<file path="config.mk">
export PLATFORM = sky130hd
export DESIGN_NAME = fst_queue
export DESIGN_NICKNAME = d
export VERILOG_FILES = /design/src/rtl/core/fst_pkg.sv /design/src/rtl/core/fst_queue.sv
export SDC_FILE = /design/constraint.sdc
export NUM_CORES = 1
export LEC_CHECK = 0
export BUFFER_PORTS_ARGS = -buffer_cell sky130_fd_sc_hd__clkbuf_2
export CORE_UTILIZATION = 50
export DETAILED_ROUTE_END_ITERATION = 10
export PLACE_DENSITY = 0.77
export SYNTH_ARGS = -nofsm -noshare
export SYNTH_HDL_FRONTEND = slang
export SYNTH_SLANG_ARGS = --single-unit
</file>
<file path="constraint.sdc">
create_clock -name aclk -period 11.8 [get_ports aclk]
set_clock_uncertainty 0.1 [all_clocks]
set_input_delay 0.59 -clock aclk [delete_from_list [all_inputs] [get_ports aclk]]
set_output_delay 0.59 -clock aclk [all_outputs]
set_load 0.02 [all_outputs]
</file>
<file path="src/rtl/core/fst_pkg.sv">
package fst_pkg;

    localparam int BUCKETS     = 1024;
    localparam int WAYS        = 4;
    localparam int BUCKET_BITS = $clog2(BUCKETS);
    localparam int WAY_BITS    = $clog2(WAYS);
    localparam int KEY_W       = 96;
    localparam int STAMP_W     = 32;
    localparam int KEY_BYTES   = KEY_W / 8;
    localparam int BYTE_CNT_W  = $clog2(KEY_BYTES);
    localparam int COUNT_W     = 13;
    localparam int DEPTH_W     = 2;
    localparam int QUEUE_DEPTH = 2;

    localparam logic [31:0] HASH_MULT = 32'd16777619;
    localparam logic [31:0] AGE_RESET = 32'd300;
    localparam logic [DEPTH_W-1:0] DEPTH_MAX = {DEPTH_W{1'b1}};

    typedef enum logic {
        CMD_PACKET = 1'b0,
        CMD_SWEEP  = 1'b1
    } cmd_t;

    typedef enum logic [2:0] {
        ST_HIT   = 3'd0,
        ST_NEW   = 3'd1,
        ST_CHAIN = 3'd2,
        ST_DROP  = 3'd3,
        ST_SWEEP = 3'd4
    } status_t;

    typedef enum logic [1:0] {
        F_IDLE,
        F_HASH,
        F_PUSH
    } front_state_t;

    typedef enum logic [2:0] {
        B_CLEAR,
        B_IDLE,
        B_PRD,
        B_PEVAL,
        B_SRD,
        B_SEVAL,
        B_SDONE
    } back_state_t;

    typedef struct packed {
        cmd_t                   cmd;
        logic [KEY_W-1:0]       key;
        logic [STAMP_W-1:0]     now;
        logic [BUCKET_BITS-1:0] bucket;
    } job_t;

    function automatic logic [WAY_BITS:0] pop_ways(input logic [WAYS-1:0] bits);
        logic [WAY_BITS:0] n;
        n = '0;
        for (int i = 0; i < WAYS; i++) begin
            n = n + {{WAY_BITS{1'b0}}, bits[i]};
        end
        return n;
    endfunction

endpackage

</file>
<file path="src/rtl/core/fst_queue.sv">
module fst_queue import fst_pkg::*; (
    input  logic aclk,
    input  logic aresetn,
    input  logic in_valid,
    output logic in_ready,
    input  job_t in_job,
    output logic out_valid,
    input  logic out_ready,
    output job_t out_job
);

    localparam int PTR_W = (QUEUE_DEPTH > 1) ? $clog2(QUEUE_DEPTH) : 1;
    localparam int CNT_W = $clog2(QUEUE_DEPTH + 1);

    job_t             q_mem [QUEUE_DEPTH];
    logic [PTR_W-1:0] wr_reg, wr_next;
    logic [PTR_W-1:0] rd_reg, rd_next;
    logic [CNT_W-1:0] cnt_reg, cnt_next;
    logic             push, pop;

    assign in_ready  = cnt_reg != CNT_W'(QUEUE_DEPTH);
    assign out_valid = cnt_reg != '0;
    assign push      = in_valid && in_ready;
    assign pop       = out_valid && out_ready;
    assign out_job   = q_mem[rd_reg];

    always_comb begin
        wr_next  = wr_reg;
        rd_next  = rd_reg;
        cnt_next = cnt_reg;
        if (push) begin
            wr_next = (wr_reg == PTR_W'(QUEUE_DEPTH - 1)) ? '0 : wr_reg + 1'b1;
        end
        if (pop) begin
            rd_next = (rd_reg == PTR_W'(QUEUE_DEPTH - 1)) ? '0 : rd_reg + 1'b1;
        end
        if (push && !pop) begin
            cnt_next = cnt_reg + 1'b1;
        end else if (pop && !push) begin
            cnt_next = cnt_reg - 1'b1;
        end
    end

    always_ff @(posedge aclk) begin
        if (!aresetn) begin
            wr_reg  <= '0;
            rd_reg  <= '0;
            cnt_reg <= '0;
        end else begin
            wr_reg  <= wr_next;
            rd_reg  <= rd_next;
            cnt_reg <= cnt_next;
        end
    end

    always_ff @(posedge aclk) begin
        if (push) begin
            q_mem[wr_reg] <= in_job;
        end
    end

endmodule

</file>
==> flow_summary.json <==
{
  "worst_slack_ns": 8.12,
  "htree_levels": 1,
  "grt_first_pass_wirelength_um": 29300,
  "cp.required_ns": 11.11,
  "synth-compound-area-share_pct": 0.340,
  "vias": 5229,
  "relSlewSlack_pct": 33.5,
  "cts_tree": "done",
  "largest_reg_flops": 278,
  "synth.cell_area_mm2": 0.0103,
  "clk_path_buf_depth": 3,
  "cp_slowest_cell": "dfxtp_4",
  "syn_avg_cell_area_um2": 22.6,
  "synth_warnings": 0,
  "synth_top_family_by_area": "multiplexers",
  "io_pins": 284,
  "antenna_found_initial": 0,
  "final_common_cell": "clkbuf_2",
  "ys_ff_latch": 283,
  "yosysSeqAreaShare_pct": 82.0,
  "antenna_cells": 0,
  "clock-root-buffer": "clkbuf_16",
  "die_area_mm2": 0.0212,
  "max_cap_viol_count": 0,
  "synth_top_cell_by_area": "edfxtp_1",
  "crit_fanout": 72,
  "gr-total-overflow": 0,
  "first_iter_violations": 177,
  "avgRoutedWirePerCell_um": 18.2,
  "p_per_area_mw_per_mm2": 224,
  "syn_nets": 600,
  "worst_pin_slew_ns": 0.997,
  "synthCells": 456,
  "drive_gt1_share_pct": 60.4,
  "period_share_pct": 31.2,
  "dp_slack_ns": 8.62,
  "drc": 0,
  "drt-total-wl_um": 19000,
  "gp_congestion": 0.795,
  "ant_nets": 0,
  "grt_usage_pct": 17.7,
  "synth_adder_area_share_pct": 0.121,
  "synth-xor-area-share_pct": 0.255,
  "setup_viol": 0,
  "path_class": "reg -> out",
  "rsz0062_at_grt": "false",
  "cp-start-kind": "flip-flop",
  "crit_arrival_ns": 2.99,
  "cts.clk_slew.worst_paths_ns": 0.06,
  "fin_crit_ns": 3.68,
  "routed_via_density": 5.00,
  "io_buffers": 283,
  "worstPathCellList": "buf_4, mux2_2, clkbuf_2",
  "clk_latency_ns": 0.52,
  "syn_to_final_growth_pct": 24.4,
  "synth_top_area_share_pct": 81.0,
  "holdBufCountCts": 0,
  "post_cts_buffers": 0,
  "hpwl_um": 12500,
  "cp_slowest_stage_delay_ns": 0.93,
  "fin_cells": 1046,
  "cts.sinks": 283,
  "cts_buffers": 28,
  "synth_mux_area_share_pct": 15.2,
  "placed_cells": 997,
  "nets": 901,
  "min_path_type": "in -> reg",
  "dieWidth_um": 146,
  "synth.distinct_cells": 21,
  "grt_max_degree": 73,
  "async_flop_share_pct": 0,
  "status": "completed",
  "path_buf_inv": 2,
  "yosys.area_share.simple_pct": 0.631,
  "power.leakage_nw": 4.83,
  "worstSetupEndpointType": "output port",
  "grt_pass1_vias": 5626,
  "fp.coreArea_mm2": 0.0202,
  "cp_top_family": "buffers and inverters",
  "irDropWorstVdd_uv": 193,
  "synthFlopType": "edfxtp_1",
  "cts_resized": 0,
  "synth-edff-count": 278,
  "finalSetupTns_ns": 0,
  "initial_core_util_pct": 50.9,
  "finalHoldViolCount": 0,
  "fmax_mhz": 272,
  "synthTopCellsByArea": "edfxtp_1 81%, mux2_2 15%, buf_6 1.2%",
  "die_y_um": 146,
  "firstDrtPassIters": 4,
  "layout_common_cells": "283 x clkbuf_2, 278 x edfxtp_1, 139 x mux2_2",
  "row_count": 52,
  "slew_viol_final": 0
}
## cells by family after synthesis
logic type | count (synthesis)
simple gates | 9
flops | 283
compound gates | 5
mux | 139
xor+xnor | 3
buf+inv | 16
fa+ha+maj | 1
## final cells by class
cell class	instances	area [um^2]
timing repair buffer	286	1440
tap	270	338
clock inverter	17	133
inverter	1	8.76
sequential	283	8450
multi-input combinational	157	1710
clock buffer	32	737
fill	1438	7420
## through the flow
step                area (um^2)  total power, mW  utilization [%]  hold slack, ns
floorplan                 10300             1.86                -           0.412
global placement          11900             2.04             59.0           0.424
detailed placement        11900             2.07             59.0           0.458
CTS                       12800             2.90             63.3           0.135
global route              12800             2.99             63.3           0.132
finish                    12800             2.87             63.3           0.158
## worst register-to-register path, stage by stage (launching register included)
cell,delay (ns)
dfxtp_1,0.42
nand2b_4,0.19
and3_4,0.83
buf_4,0.86
## metal layers
| metal | vias up | share of wire, % | track usage [%] |
|---|---|---|---|
| li1 | 2427 | - | - |
| met3 | 31 | 8.0 | 5.67 |
| met5 | - | 0 | 0 |
| met2 | 208 | 51 | 31.7 |
| met1 | 2563 | 39 | 20.1 |
| met4 | 0 | 2.3 | 5.68 |
## power breakdown
part	switching (mW)	internal, mW	total, mW
logic	0.430	0.289	0.719
clock network	0.340	0.488	0.828
registers	0.0625	1.26	1.32
total	0.833	2.03	2.87
## synthesized netlist by cell type, types with 2 or more instances
cell type,instances
buf_4,2
buf_2,2
dfxtp_1,5
xnor2_1,2
buf_6,11
mux2_2,139
and2_1,4
edfxtp_1,278
## worst paths after layout
check / from / to / slack [ns] / cells past startpoint
setup / recovery: flip-flop / out_job[109] / 8.12 / 3
hold / removal: in_job[118] / q_mem[0][118]$_DFFE_PP_ / 0.16 / 1
setup reg to reg: cnt_reg[0]$_SDFFE_PN0P_ / q_mem[1][24]$_DFFE_PP_ / 8.94 / 3
hold reg to reg: cnt_reg[1]$_SDFFE_PN0P_ / cnt_reg[1]$_SDFFE_PN0P_ / 0.47 / 2
Power figures use the tool's default switching activity.
