## src/rtl/core/fst_pkg.sv

```systemverilog
package fst_pkg;

    localparam int BUCKETS     = 1024;
    localparam int WAYS        = 4;
    localparam int BUCKET_BITS = $clog2(BUCKETS);
    localparam int WAY_BITS    = $clog2(WAYS);
    localparam int KEY_W       = 96;
    localparam int STAMP_W     = 32;
    localparam int KEY_BYTES   = KEY_W / 8;
    localparam int BYTE_CNT_W  = $clog2(KEY_BYTES);
    localparam int COUNT_W     = 13;
    localparam int DEPTH_W     = 2;
    localparam int QUEUE_DEPTH = 2;

    localparam logic [31:0] HASH_MULT = 32'd16777619;
    localparam logic [31:0] AGE_RESET = 32'd300;
    localparam logic [DEPTH_W-1:0] DEPTH_MAX = {DEPTH_W{1'b1}};

    typedef enum logic {
        CMD_PACKET = 1'b0,
        CMD_SWEEP  = 1'b1
    } cmd_t;

    typedef enum logic [2:0] {
        ST_HIT   = 3'd0,
        ST_NEW   = 3'd1,
        ST_CHAIN = 3'd2,
        ST_DROP  = 3'd3,
        ST_SWEEP = 3'd4
    } status_t;

    typedef enum logic [1:0] {
        F_IDLE,
        F_HASH,
        F_PUSH
    } front_state_t;

    typedef enum logic [2:0] {
        B_CLEAR,
        B_IDLE,
        B_PRD,
        B_PEVAL,
        B_SRD,
        B_SEVAL,
        B_SDONE
    } back_state_t;

    typedef struct packed {
        cmd_t                   cmd;
        logic [KEY_W-1:0]       key;
        logic [STAMP_W-1:0]     now;
        logic [BUCKET_BITS-1:0] bucket;
    } job_t;

    function automatic logic [WAY_BITS:0] pop_ways(input logic [WAYS-1:0] bits);
        logic [WAY_BITS:0] n;
        n = '0;
        for (int i = 0; i < WAYS; i++) begin
            n = n + {{WAY_BITS{1'b0}}, bits[i]};
        end
        return n;
    endfunction

endpackage

```

## src/rtl/core/fst_front.sv

```systemverilog
module fst_front import fst_pkg::*; (
    input  logic                   aclk,
    input  logic                   aresetn,
    input  logic                   s_valid,
    output logic                   s_ready,
    input  logic                   s_cmd,
    input  logic [31:0]            s_src_ip,
    input  logic [31:0]            s_dst_ip,
    input  logic [15:0]            s_src_port,
    input  logic [15:0]            s_dst_port,
    input  logic [31:0]            s_now_seconds,
    output logic                   push_valid,
    input  logic                   push_ready,
    output job_t                   push_job
);

    front_state_t            state_reg, state_next;
    logic [KEY_W-1:0]        key_reg, key_next;
    logic [KEY_W-1:0]        sh_reg, sh_next;
    logic [31:0]             hash_reg, hash_next;
    logic [BYTE_CNT_W-1:0]   byte_reg, byte_next;
    cmd_t                    cmd_reg, cmd_next;
    logic [STAMP_W-1:0]      now_reg, now_next;
    logic [31:0]             prod;

    assign prod = hash_reg * HASH_MULT;

    always_ff @(posedge aclk) begin
        if (!aresetn) begin
            state_reg <= F_IDLE;
        end else begin
            state_reg <= state_next;
        end
        key_reg  <= key_next;
        sh_reg   <= sh_next;
        hash_reg <= hash_next;
        byte_reg <= byte_next;
        cmd_reg  <= cmd_next;
        now_reg  <= now_next;
    end

    always_comb begin
        state_next = state_reg;
        key_next   = key_reg;
        sh_next    = sh_reg;
        hash_next  = hash_reg;
        byte_next  = byte_reg;
        cmd_next   = cmd_reg;
        now_next   = now_reg;
        s_ready    = 1'b0;
        push_valid = 1'b0;
        case (state_reg)
            F_IDLE: begin
                s_ready = 1'b1;
                if (s_valid) begin
                    key_next   = {s_src_ip, s_dst_ip, s_src_port, s_dst_port};
                    sh_next    = {s_src_ip, s_dst_ip, s_src_port, s_dst_port};
                    hash_next  = '0;
                    byte_next  = '0;
                    cmd_next   = cmd_t'(s_cmd);
                    now_next   = s_now_seconds;
                    state_next = (cmd_t'(s_cmd) == CMD_SWEEP) ? F_PUSH : F_HASH;
                end
            end
            F_HASH: begin
                hash_next = prod ^ {24'd0, sh_reg[KEY_W-1 -: 8]};
                sh_next   = {sh_reg[KEY_W-9:0], 8'd0};
                byte_next = byte_reg + 1'b1;
                if (byte_reg == BYTE_CNT_W'(KEY_BYTES - 1)) begin
                    state_next = F_PUSH;
                end
            end
            F_PUSH: begin
                push_valid = 1'b1;
                if (push_ready) begin
                    state_next = F_IDLE;
                end
            end
            default: begin
                state_next = F_IDLE;
            end
        endcase
    end

    always_comb begin
        push_job.cmd    = cmd_reg;
        push_job.key    = key_reg;
        push_job.now    = now_reg;
        push_job.bucket = hash_reg[BUCKET_BITS-1:0];
    end

endmodule

```

## config.mk

```make
export PLATFORM = sky130hd
export DESIGN_NAME = fst_front
export DESIGN_NICKNAME = d
export VERILOG_FILES = /design/src/rtl/core/fst_pkg.sv /design/src/rtl/core/fst_front.sv
export SDC_FILE = /design/constraint.sdc
export NUM_CORES = 1
export LEC_CHECK = 0
export BUFFER_PORTS_ARGS = -buffer_cell sky130_fd_sc_hd__buf_2
export CAP_MARGIN = 20
export CORE_MARGIN = 4
export CORE_UTILIZATION = 25
export CTS_CLUSTER_DIAMETER = 40
export DETAILED_ROUTE_END_ITERATION = 10
export GPL_TIMING_DRIVEN = 0
export PLACE_DENSITY = 0.44
export SLEW_MARGIN = 0
export SYNTH_ARGS = -nofsm -noshare
export SYNTH_HDL_FRONTEND = slang
export SYNTH_SLANG_ARGS = --single-unit
```

## constraint.sdc

```tcl
create_clock -name aclk -period 7.45 [get_ports aclk]
set_input_delay 0.3725 -clock aclk [delete_from_list [all_inputs] [get_ports aclk]]
set_output_delay 0.3725 -clock aclk [all_outputs]
set_load 0.02 [all_outputs]
```

==> results.tsv, run 1 <==
metric	value	unit
final worst path period share	47.0	%
Post-CTS Hold Fix Bufs	95	
H-tree levels	2	
DRC Markers	0	
Reg area	7220	um2
Starting DRT DRC Count	291	
Final Wtd Congestion	0.700	
Cells after Synth	646	
drt wl/cell	15.8	um
CTS tree	built	
most common library cells after synthesis	268 x nand2_1, 239 x edfxtp_1, 35 x ha_1	
Ys Warns	0	
worst-margin pin slew	812	ps
first-pass GRT wire length	39000	um
Post-synth EDFFs	239	
Distinct cells, synth	25	
number of antenna-violating nets in the routed design	0	
Fin. Hold Viols	0	
leakage	0.00598	uW
status	completed	
CTS Buf Count	46	
HP Class	primary input to flop	
Multi-input gate area	1990	um2
prevailing post-synth register cell	edfxtp_1	
post-CTS sizing	0	
CTS clock-pin slew for the worst setup and hold paths	50	ps
power density over the cells	325	nW/um2
async set or reset register ratio after synthesis	0	%
Setup CP Type	flop to flop	
crit path time final	3500	ps
Worst VDD drop	185	uV
clock power share	46.2	%
drt pass-1 iters	4	
core area	36700	um2
nets@finish	1237	
Final Max Slew Viols	0	
CTS root buf	clkbuf_16	
Mapped Nets	817	
WP data arrival	3790	ps
setup repair bufs after CTS	0	
final wirelength	24800	um
Max Clock Freq	286	MHz
Final Instance Area	13900	um2
MaxCap Viol Count	0	
largest cells by area after synthesis	edfxtp_1 77%, nand2_1 11%, ha_1 4.7%	
NetSw	1170	uW
FF+latch count, synth	241	
vias in the first global route	6897	
Int Power	3350	uW
Setup WS post-layout	3950	ps
Ports	274	
fillers	3556	
Comb pwr share	15.6	%
dpl cell area	11400	um2
share of cells above drive strength 1	33.9	%
Setup Skew	8.70	ps
CP max FO	5	
clk buf depth	3	
sequential area share after synthesis	77.4	%
crit path capture type	flop	
cell accounting for the most synthesized area	edfxtp_1	
Rows	70	
most common cell in the netlist	nand2_1	
Sink Count	241	
Die Y	201	um
setup tns final	0	ps
unrepaired setup endpoints after global routing	no	
vias per cell	4.00	
Reg power frac	38.2	%
startpoint types	flop	
Congestion Overflow GR	0	
vias after detailed routing	6290	
pin count of the biggest net entering global routing	73	
Synth top area share	76.9	%
Tot GR Track Use	12.3	%
antenna violations before repair	3	
Worst EP required	7740	ps
Die Wd	201	um
Detailed Place HPWL	17100	um
die area	40500	um2
PortBufs	273	
setup violators final	0	
Mean Syn Cell Area	14.4	um2
pre-CTS WS	3930	ps
Post-Synthesis Cell Area	9330	um2
max_slew headroom	45.7	%
synthesis-to-finish area growth	49.1	%
Sw Ratio	25.8	%
initial cell density of the core	25.4	%
clk_lat worst skew	550	ps
cell usage in the layout (no fill, tap or decap), types with 4 or more instances in the layout:
cell type and count:
clkinvlp_4 6, clkinv_2 10, bufinv_16 5, dlygate4sd3_1 95, clkinv_4 4, buf_2 286, nor2_1 14, and2_1 9
ha_1 35, edfxtp_1 239, clkbuf_16 49, xnor2_1 19, inv_6 5, clkbuf_1 12, a21oi_1 5, inv_1 4
clkinv_1 5, nand2_1 268
per-layer routing:
metal,routed length [um],share of wire [%],GRT usage (%),vias up
met3,1850,7.4,4.03,56
li1,-,-,-,3097
met5,24,0.097,0,-
met4,692,2.8,5.01,4
met2,11700,47,19.8,207
met1,10500,42,15.2,2926
critical path, stage by stage (launching register included):
cell	delay (ps)
edfxtp_1	520
ha_1	400
ha_1	290
ha_1	270
ha_1	270
inv_1	50
fa_1	540
inv_1	50
ha_1	340
nand2_1	60
o21ai_0	250
xnor2_1	150
nor2_1	50
logic make-up after synthesis:
family / share of synthesized area, %
and+or+nand+nor: 12.7
DFF: 77.4
adders and majority gates: 5.34
buffers and inverters: 1.42
xor gates and xnor gates: 2.31
AOI/OAI and AO/OA: 0.751
muxes: 0.121
power groups by stage:
stage          clock network, uW  registers [uW]  logic, uW
6_report                    2080            1730        705
4_1_cts                     2140            1730        724
2_1_floorplan                  0            1850        366
3_5_place_dp                   0            1750        680
3_3_place_gp                   0            1780        663
5_1_grt                     2210            1740        796
final timing paths:
check                            startpoint                         to  slack [ps]  cells after the start
setup reg to reg  hash_reg[0]$_SDFFCE_PN0P_  hash_reg[9]$_SDFFCE_PN0P_        3950                     12
hold / removal                 s_src_ip[19]      key_reg[83]$_DFFE_PP_          30                      1
setup / recovery  hash_reg[0]$_SDFFCE_PN0P_  hash_reg[9]$_SDFFCE_PN0P_        3950                     12
hold reg to reg     sh_reg[0]$_SDFFCE_PP0P_        sh_reg[8]$_DFFE_PP_         500                      2
cell type report:
type | count | area share, %
Sequential cell | 241 | 51.9
Timing Repair Buffer | 372 | 17.3
Multi-Input combinational cell | 376 | 14.3
Clock buffer | 52 | 8.90
Tap cell | 468 | 4.21
Clock inverter | 34 | 2.40
Buffer | 24 | 0.819
Inverter | 5 | 0.171
Antenna cell | 2 | 0.0360
stage by stage:
step	cells	hold WS [ps]	utilization (%)	total power (uW)
floorplan	646	471	-	2210
global placement	1387	490	30.7	2450
detailed placement	1391	496	31.0	2430
CTS	1572	0.849	37.9	4600
global route	1573	4.91	37.9	4750
finish	1574	32.6	37.9	4520
(Power assumes the default switching activity.)
==> run 2, diff against run 1 <==
Settings changed: ABC_AREA from default to 1, PLACE_DENSITY 0.44 to 0.43.
Clock period 7.45 ns to 3.6 ns, I/O delays scaled along.
==> results.tsv, run 2 <==
metric	value	unit	change
Worst VDD drop	496	uV	+170%
synthesized-area fraction occupied by adder cells	5.26	%	-0.078 points
GR peak layer	met2		
cell accounting for the most synthesized area	edfxtp_1		
die area	41000	um2	+1.4%
met3 GRT Util	3.82	%	-0.21 points
slowest CP cell	fa_1		
Worst path max stage delay	530	ps	about the same
Congestion Overflow GR	0		unchanged
Final Core Density	39.2	%	+1.3 points
flop-to-flop setup slack	380	ps	-3570 ps
Multi-input gate area	1980	um2	-0.50%
Hold Path Depth	3		+2
Rows	71		+1.4%
PortBufs	273		unchanged
Die Y	203	um	+0.71%
MaxCap Viol Count	0		unchanged
largest family of logic cells by synthesized area	simple AND/OR/NAND/NOR gates		
Ys Warns	0		unchanged
Compound-Gate Fraction of Synth Area	0.939	%	+0.19 points
post-CTS sizing	0		unchanged
startpoint types	flop		
vias after detailed routing	6603		+5.0%
sequential area share after synthesis	76.2	%	-1.1 points
Distinct cells, synth	25		unchanged
crit path time final	3220	ps	-280 ps
Hold Path End	key_reg[53]$_DFFE_PP_		
number of antenna-violating nets in the routed design	0		unchanged
worst r2r src	hash_reg[0]$_SDFFCE_PN0P_		
Final Wtd Congestion	0.695		-0.79%
pin count of the biggest net entering global routing	29		-60%
drt pass-1 iters	4		unchanged
Detailed Place HPWL	17500	um	+2.5%
H-tree levels	2		unchanged
Final Max Slew Viols	0		unchanged
FF+latch count, synth	241		unchanged
HP Class	primary input to flop		
dpl cell area	11800	um2	+3.5%
first-pass GRT wire length	39700	um	+1.8%
Mean Syn Cell Area	13.6	um2	-5.9%
drt wl/cell	14.8	um	-5.9%
crit path cell chain	ha_1, ha_1, ha_1, ha_1, inv_1, fa_1, inv_1, ha_1, nand2_1, nand2_1, a21oi_1, nor2_1		
CTS clock-pin slew for the worst setup and hold paths	50	ps	about the same
Synth top area share	75.8	%	-1.1 points
fillers	3659		+2.9%
r2r worst-path depth	12		unchanged
crit path capture type	flop		
setup repair bufs after CTS	0		unchanged
diode count	0		-2
Sink Count	241		unchanged
Post-synth EDFFs	239		unchanged
CP most frequent cell	ha_1		
mux share of post-synthesis cell area	0	%	-0.12 points
WP data arrival	3510	ps	-280 ps
Min-Delay Startpoint	s_valid		
pre-CTS WS	352	ps	-3570 ps
Synth Area in XOR/XNOR	0.925	%	-1.4 points
share of cells above drive strength 1	32.9	%	-1.0 points
nets@finish	1334		+7.8%
placed insts	1493		+7.3%
Max Clock Freq	310	MHz	+8.7%
synthesis-to-finish area growth	55.4	%	
largest cells by area after synthesis	edfxtp_1 76%, nand2_1 12%, ha_1 4.6%		
Setup WS post-layout	377	ps	-3570 ps
power density over the cells	641	nW/um2	+97%
most common cell in the netlist	nand2_1		
final wirelength	25400	um	+2.2%
final worst path period share	89.5	%	+43 points
Ports	274		unchanged
CTS tree	built		
M2 GR Usage	20.8	%	+1.1 points
Starting DRT DRC Count	255		-12%
clk_lat worst skew	550	ps	about the same
R2R Path End	hash_reg[9]$_SDFFCE_PN0P_		
initial cell density of the core	25.2	%	-0.17 points
Die Wd	203	um	+0.71%
prevailing post-synth register cell	edfxtp_1		
commonest non-fill, non-tap cells in the layout	295 x nand2_1, 275 x buf_2, 239 x edfxtp_1, 132 x dlygate4sd3_1, 49 x clkbuf_16		
Layout Cells excl Fill	1710		+8.6%
setup violators final	0		unchanged
CTS root buf	clkbuf_16		
CTS Buf Count	47		+2.2%
Reg area	7220	um2	about the same
Post-Synth Simple-Gate Area	13.5	%	+0.82 points
Final Instance Area	14700	um2	+5.8%
Worst EP required	3890	ps	-3850 ps
DRC Markers	0		unchanged
antenna violations before repair	1		-2
vias per cell	3.86		-3.4%
max_slew headroom	44.7	%	-1.1 points
grt met1 use	15.1	%	-0.17 points
Setup Skew	10.7	ps	+2.02 ps
async set or reset register ratio after synthesis	0	%	unchanged
Fin. Hold Viols	0		unchanged
Cells after Synth	697		+7.9%
most common library cells after synthesis	295 x nand2_1, 239 x edfxtp_1, 35 x ha_1, 35 x inv_1, 21 x nor2_1		
vias in the first global route	7208		+4.5%
Critical Path Source	hash_reg[0]$_SDFFCE_PN0P_		
leakage	0.00643	uW	+7.6%
core area	37500	um2	+2.2%
clk buf depth	3		unchanged
Mapped Nets	868		+6.2%
Setup CP Type	flop to flop		
Tot GR Track Use	12.4	%	+0.17 points
status	completed		
CP max FO	5		unchanged
Post-Synthesis Cell Area	9470	um2	+1.5%
unrepaired setup endpoints after global routing	no		
most common cell after layout, fill and taps aside	nand2_1		
worst-margin pin slew	828	ps	+15.4 ps
==> run 2: cell count changes in the layout (fill, tap and decap cells not counted), sizes merged, moves of 3 or more <==
cell	previous run	this run
a21o	3	0
a21oi	5	9
and2	9	0
buf	292	303
clkbuf	61	55
dlygate4sd3	95	132
inv	9	43
nand2	268	297
nand3	1	9
nor2	15	22
xnor2	19	6
==> run 2: worst max-delay path: cells and delay by family (launching register included) <==
kind,cells,cell delay [ps]
flops,1,510
fa+ha+maj,6,2050
buf+inv,2,100
simple gates,3,190
compound gates,1,120
==> run 2: where the power goes <==
part           switching (uW)  leakage, uW  total, uW  internal (uW)
Combinational             844      0.00331       1440            593
Sequential               97.2      0.00234       3560           3460
Clock                    1520     0.000783       4440           2920
==> run 2: worst max-delay path by stage <==
stage | end
detailed placement | hash_reg[9]$_SDFFCE_PN0P_
floorplan | cmd_reg$_DFFE_PP_
global route | hash_reg[9]$_SDFFCE_PN0P_
CTS | hash_reg[9]$_SDFFCE_PN0P_
finish | hash_reg[9]$_SDFFCE_PN0P_
global placement | key_reg[74]$_DFFE_PP_
==> run 2: metal layers <==
layer / up-vias / wire (um) / part of all wire (%)
li1: 3341 / - / -
met1: 3013 / 10800 / 43
met5: - / 13 / 0.051
met4: 2 / 697 / 2.7
met3: 50 / 1630 / 6.4
met2: 197 / 12200 / 48
==> run 2: final cells by class <==
| type | count | area share (%) |
|---|---|---|
| clock buffers | 50 | 8.36 |
| flip-flops and latches | 241 | 49.1 |
| inverters | 37 | 0.944 |
| clock inverters | 35 | 2.60 |
| plain buffers | 23 | 1.06 |
| well taps | 511 | 4.35 |
| multi-input cells | 396 | 13.4 |
| repair buffers | 417 | 20.2 |
==> run 2: cell families after synthesis <==
group / count (synthesis)
compound gates: 16
fa+ha+maj: 38
buf+inv: 60
flops: 241
simple gates: 332
xor+xnor: 10
==> run 2: through the flow <==
| step | setup TNS (ps) | power [uW] | hold WS [ps] |
|---|---|---|---|
| CTS | 0 | 9610 | 205 |
| detailed placement | 0 | 4970 | 358 |
| finish | 0 | 9430 | 239 |
| floorplan | -35170 | 4460 | 279 |
| global route | 0 | 9930 | 232 |
| global placement | -288960 | 4910 | 356 |
==> run 2: what timing repair did <==
action                                 in CTS  in global routing
endpoints found under the hold margin     227                  0
setup endpoints to repair                   0                  0
hold buffers                              132                  0
==> run 3, diff against run 2 <==
Settings changed: CTS_BUF_LIST from default to sky130_fd_sc_hd__clkbuf_4, CTS_CLUSTER_DIAMETER 40 to default.
==> results.tsv, run 3 (synthesis gave the netlist of run 2 again) <==
metric	value	unit	change
Post-Route M1 WL	10700	um	-1.1%
clk_lat worst skew	700	ps	+150 ps
final worst path period share	89.1	%	-0.38 points
CTS Buf Count	71		+51%
max_slew headroom	44.7	%	+0.086 points
CP max FO	5		unchanged
Worst EP required	4050	ps	+160 ps
PortBufs	273		unchanged
flop-to-flop setup slack	390	ps	about the same
setup violators final	0		unchanged
initial cell density of the core	25.2	%	unchanged
die area	41000	um2	unchanged
crit path time final	3210	ps	-13.8 ps
nets@finish	1359		+1.9%
clk buf depth	3		unchanged
Ports	274		unchanged
vias in the first global route	7268		+0.83%
Max Clock Freq	312	MHz	+0.43%
Die Y	203	um	unchanged
routed wl met2	12400	um	+1.4%
Die Wd	203	um	unchanged
WP data arrival	3660	ps	+150 ps
startpoint types	flop		
Critical Path Source	hash_reg[0]$_SDFFCE_PN0P_		
leakage	0.00621	uW	-3.5%
Multi-input gate area	1980	um2	unchanged
drt pass-1 iters	4		unchanged
antenna violations before repair	2		+1
worst r2r src	hash_reg[0]$_SDFFCE_PN0P_		
Sink Count	241		unchanged
core area	37500	um2	unchanged
DRC Markers	0		unchanged
unrepaired setup endpoints after global routing	no		
Pwr Total	7710	uW	-18%
fillers	3777		+3.2%
vias after detailed routing	6713		+1.7%
Worst VDD drop	324	uV	-35%
status	completed		
worst-margin pin slew	826	ps	-1.29 ps
CTS root buf	clkbuf_4		
Setup crit end	hash_reg[9]$_SDFFCE_PN0P_		
Reg area	7220	um2	unchanged
vias per cell	3.83		-0.71%
Fin. Hold Viols	0		unchanged
MaxCap Viol Count	0		unchanged
Detailed Place HPWL	17500	um	unchanged
most common cell after layout, fill and taps aside	nand2_1		
crit path capture type	flop		
Setup CP Type	flop to flop		
HP Class	primary input to flop		
drt wl/cell	14.6	um	-1.7%
synthesis-to-finish area growth	48.4	%	
Congestion Overflow GR	0		unchanged
Setup Skew	29.2	ps	+18.5 ps
final wirelength	25500	um	+0.66%
Final Wtd Congestion	0.695		unchanged
Final Max Slew Viols	0		unchanged
DR top layer	met5		
pin count of the biggest net entering global routing	29		unchanged
CTS tree	built		
R2R Path End	hash_reg[9]$_SDFFCE_PN0P_		
Rows	71		unchanged
Tot GR Track Use	12.5	%	+0.088 points
setup tns final	0	ps	unchanged
H-tree levels	3		+1
power density over the cells	549	nW/um2	-14%
first-pass GRT wire length	40000	um	+0.55%
Met3 Wirelength	1960	um	+20%
Starting DRT DRC Count	225		-12%
number of antenna-violating nets in the routed design	0		unchanged
commonest non-fill, non-tap cells in the layout	295 x nand2_1, 275 x buf_2, 239 x edfxtp_1, 133 x dlygate4sd3_1, 103 x clkbuf_4		
r2r worst-path depth	12		unchanged
CTS clock-pin slew for the worst setup and hold paths	60	ps	about the same
share of cells above drive strength 1	34.1	%	+1.3 points
run 3: cell types whose count changed in the layout (fill, tap and decap cells not counted), moves of 4 or more:
cell	change
clkbuf_4	+103
clkbuf_16	-49
clkinv_1	+11
clkinv_2	-7
clkinv_4	-7
inv_6	-6
clkinvlp_4	-4
run 3: layer usage:
layer / GRT usage [%] / vias up
met4: 4.73 / 2
li1: - / 3421
met1: 14.8 / 3027
met5: 0 / -
met2: 21.0 / 225
met3: 4.57 / 38
run 3: final cells by class:
cell class | instances | share of cell area [%]
buffer | 23 | 1.11
inverter | 37 | 0.989
antenna | 1 | 0.0178
tap | 511 | 4.55
timing repair buffer | 418 | 21.2
multi-input combinational | 396 | 14.1
sequential | 241 | 51.4
clock buffer | 103 | 5.50
clock inverter | 21 | 1.16
run 3: power by group:
group / total [uW] / switching [uW] / leakage, uW / internal [uW]
combinational: 1440 / 846 / 0.00332 / 594
clock: 2720 / 1200 / 0.000551 / 1520
sequential: 3550 / 97.2 / 0.00234 / 3460
run 3: how the worst min path moves through the flow:
stage / from / endpoint / depth (start not counted)
global placement: s_now_seconds[19] / now_reg[19]$_DFFE_PP_ / 1
floorplan: s_cmd / cmd_reg$_DFFE_PP_ / 0
finish: s_now_seconds[0] / now_reg[0]$_DFFE_PP_ / 2
detailed placement: s_now_seconds[22] / now_reg[22]$_DFFE_PP_ / 1
global route: s_now_seconds[27] / now_reg[27]$_DFFE_PP_ / 2
CTS: s_now_seconds[0] / now_reg[0]$_DFFE_PP_ / 2
run 3: timing repair:
item / in CTS / in global routing
endpoints found under the hold margin: 231 / 0
resized for setup: 0 / 0
hold buffers: 133 / 0
setup buffers: 0 / 0
run 3: per-stage QoR:
stage / instance area [um2] / instances / setup WS [ps] / hold WS, ps / utilization, %
finish: 14000 / 1751 / 391 / 191 / 37.5
CTS: 14000 / 1750 / 351 / 68.9 / 37.5
global placement: 11500 / 1481 / -2000 / 356 / 30.7
detailed placement: 11800 / 1493 / 352 / 358 / 31.4
floorplan: 9490 / 697 / -273 / 279 / -
global route: 14000 / 1751 / 199 / 107 / 37.5
run 3: critical path: stages, from the launching register on:
cell	delay [ps]
edfxtp_1	510
ha_1	400
ha_1	290
ha_1	280
ha_1	270
inv_1	50
fa_1	530
inv_1	50
ha_1	290
nand2_1	70
nand2_1	60
a21oi_1	120
nor2_1	60
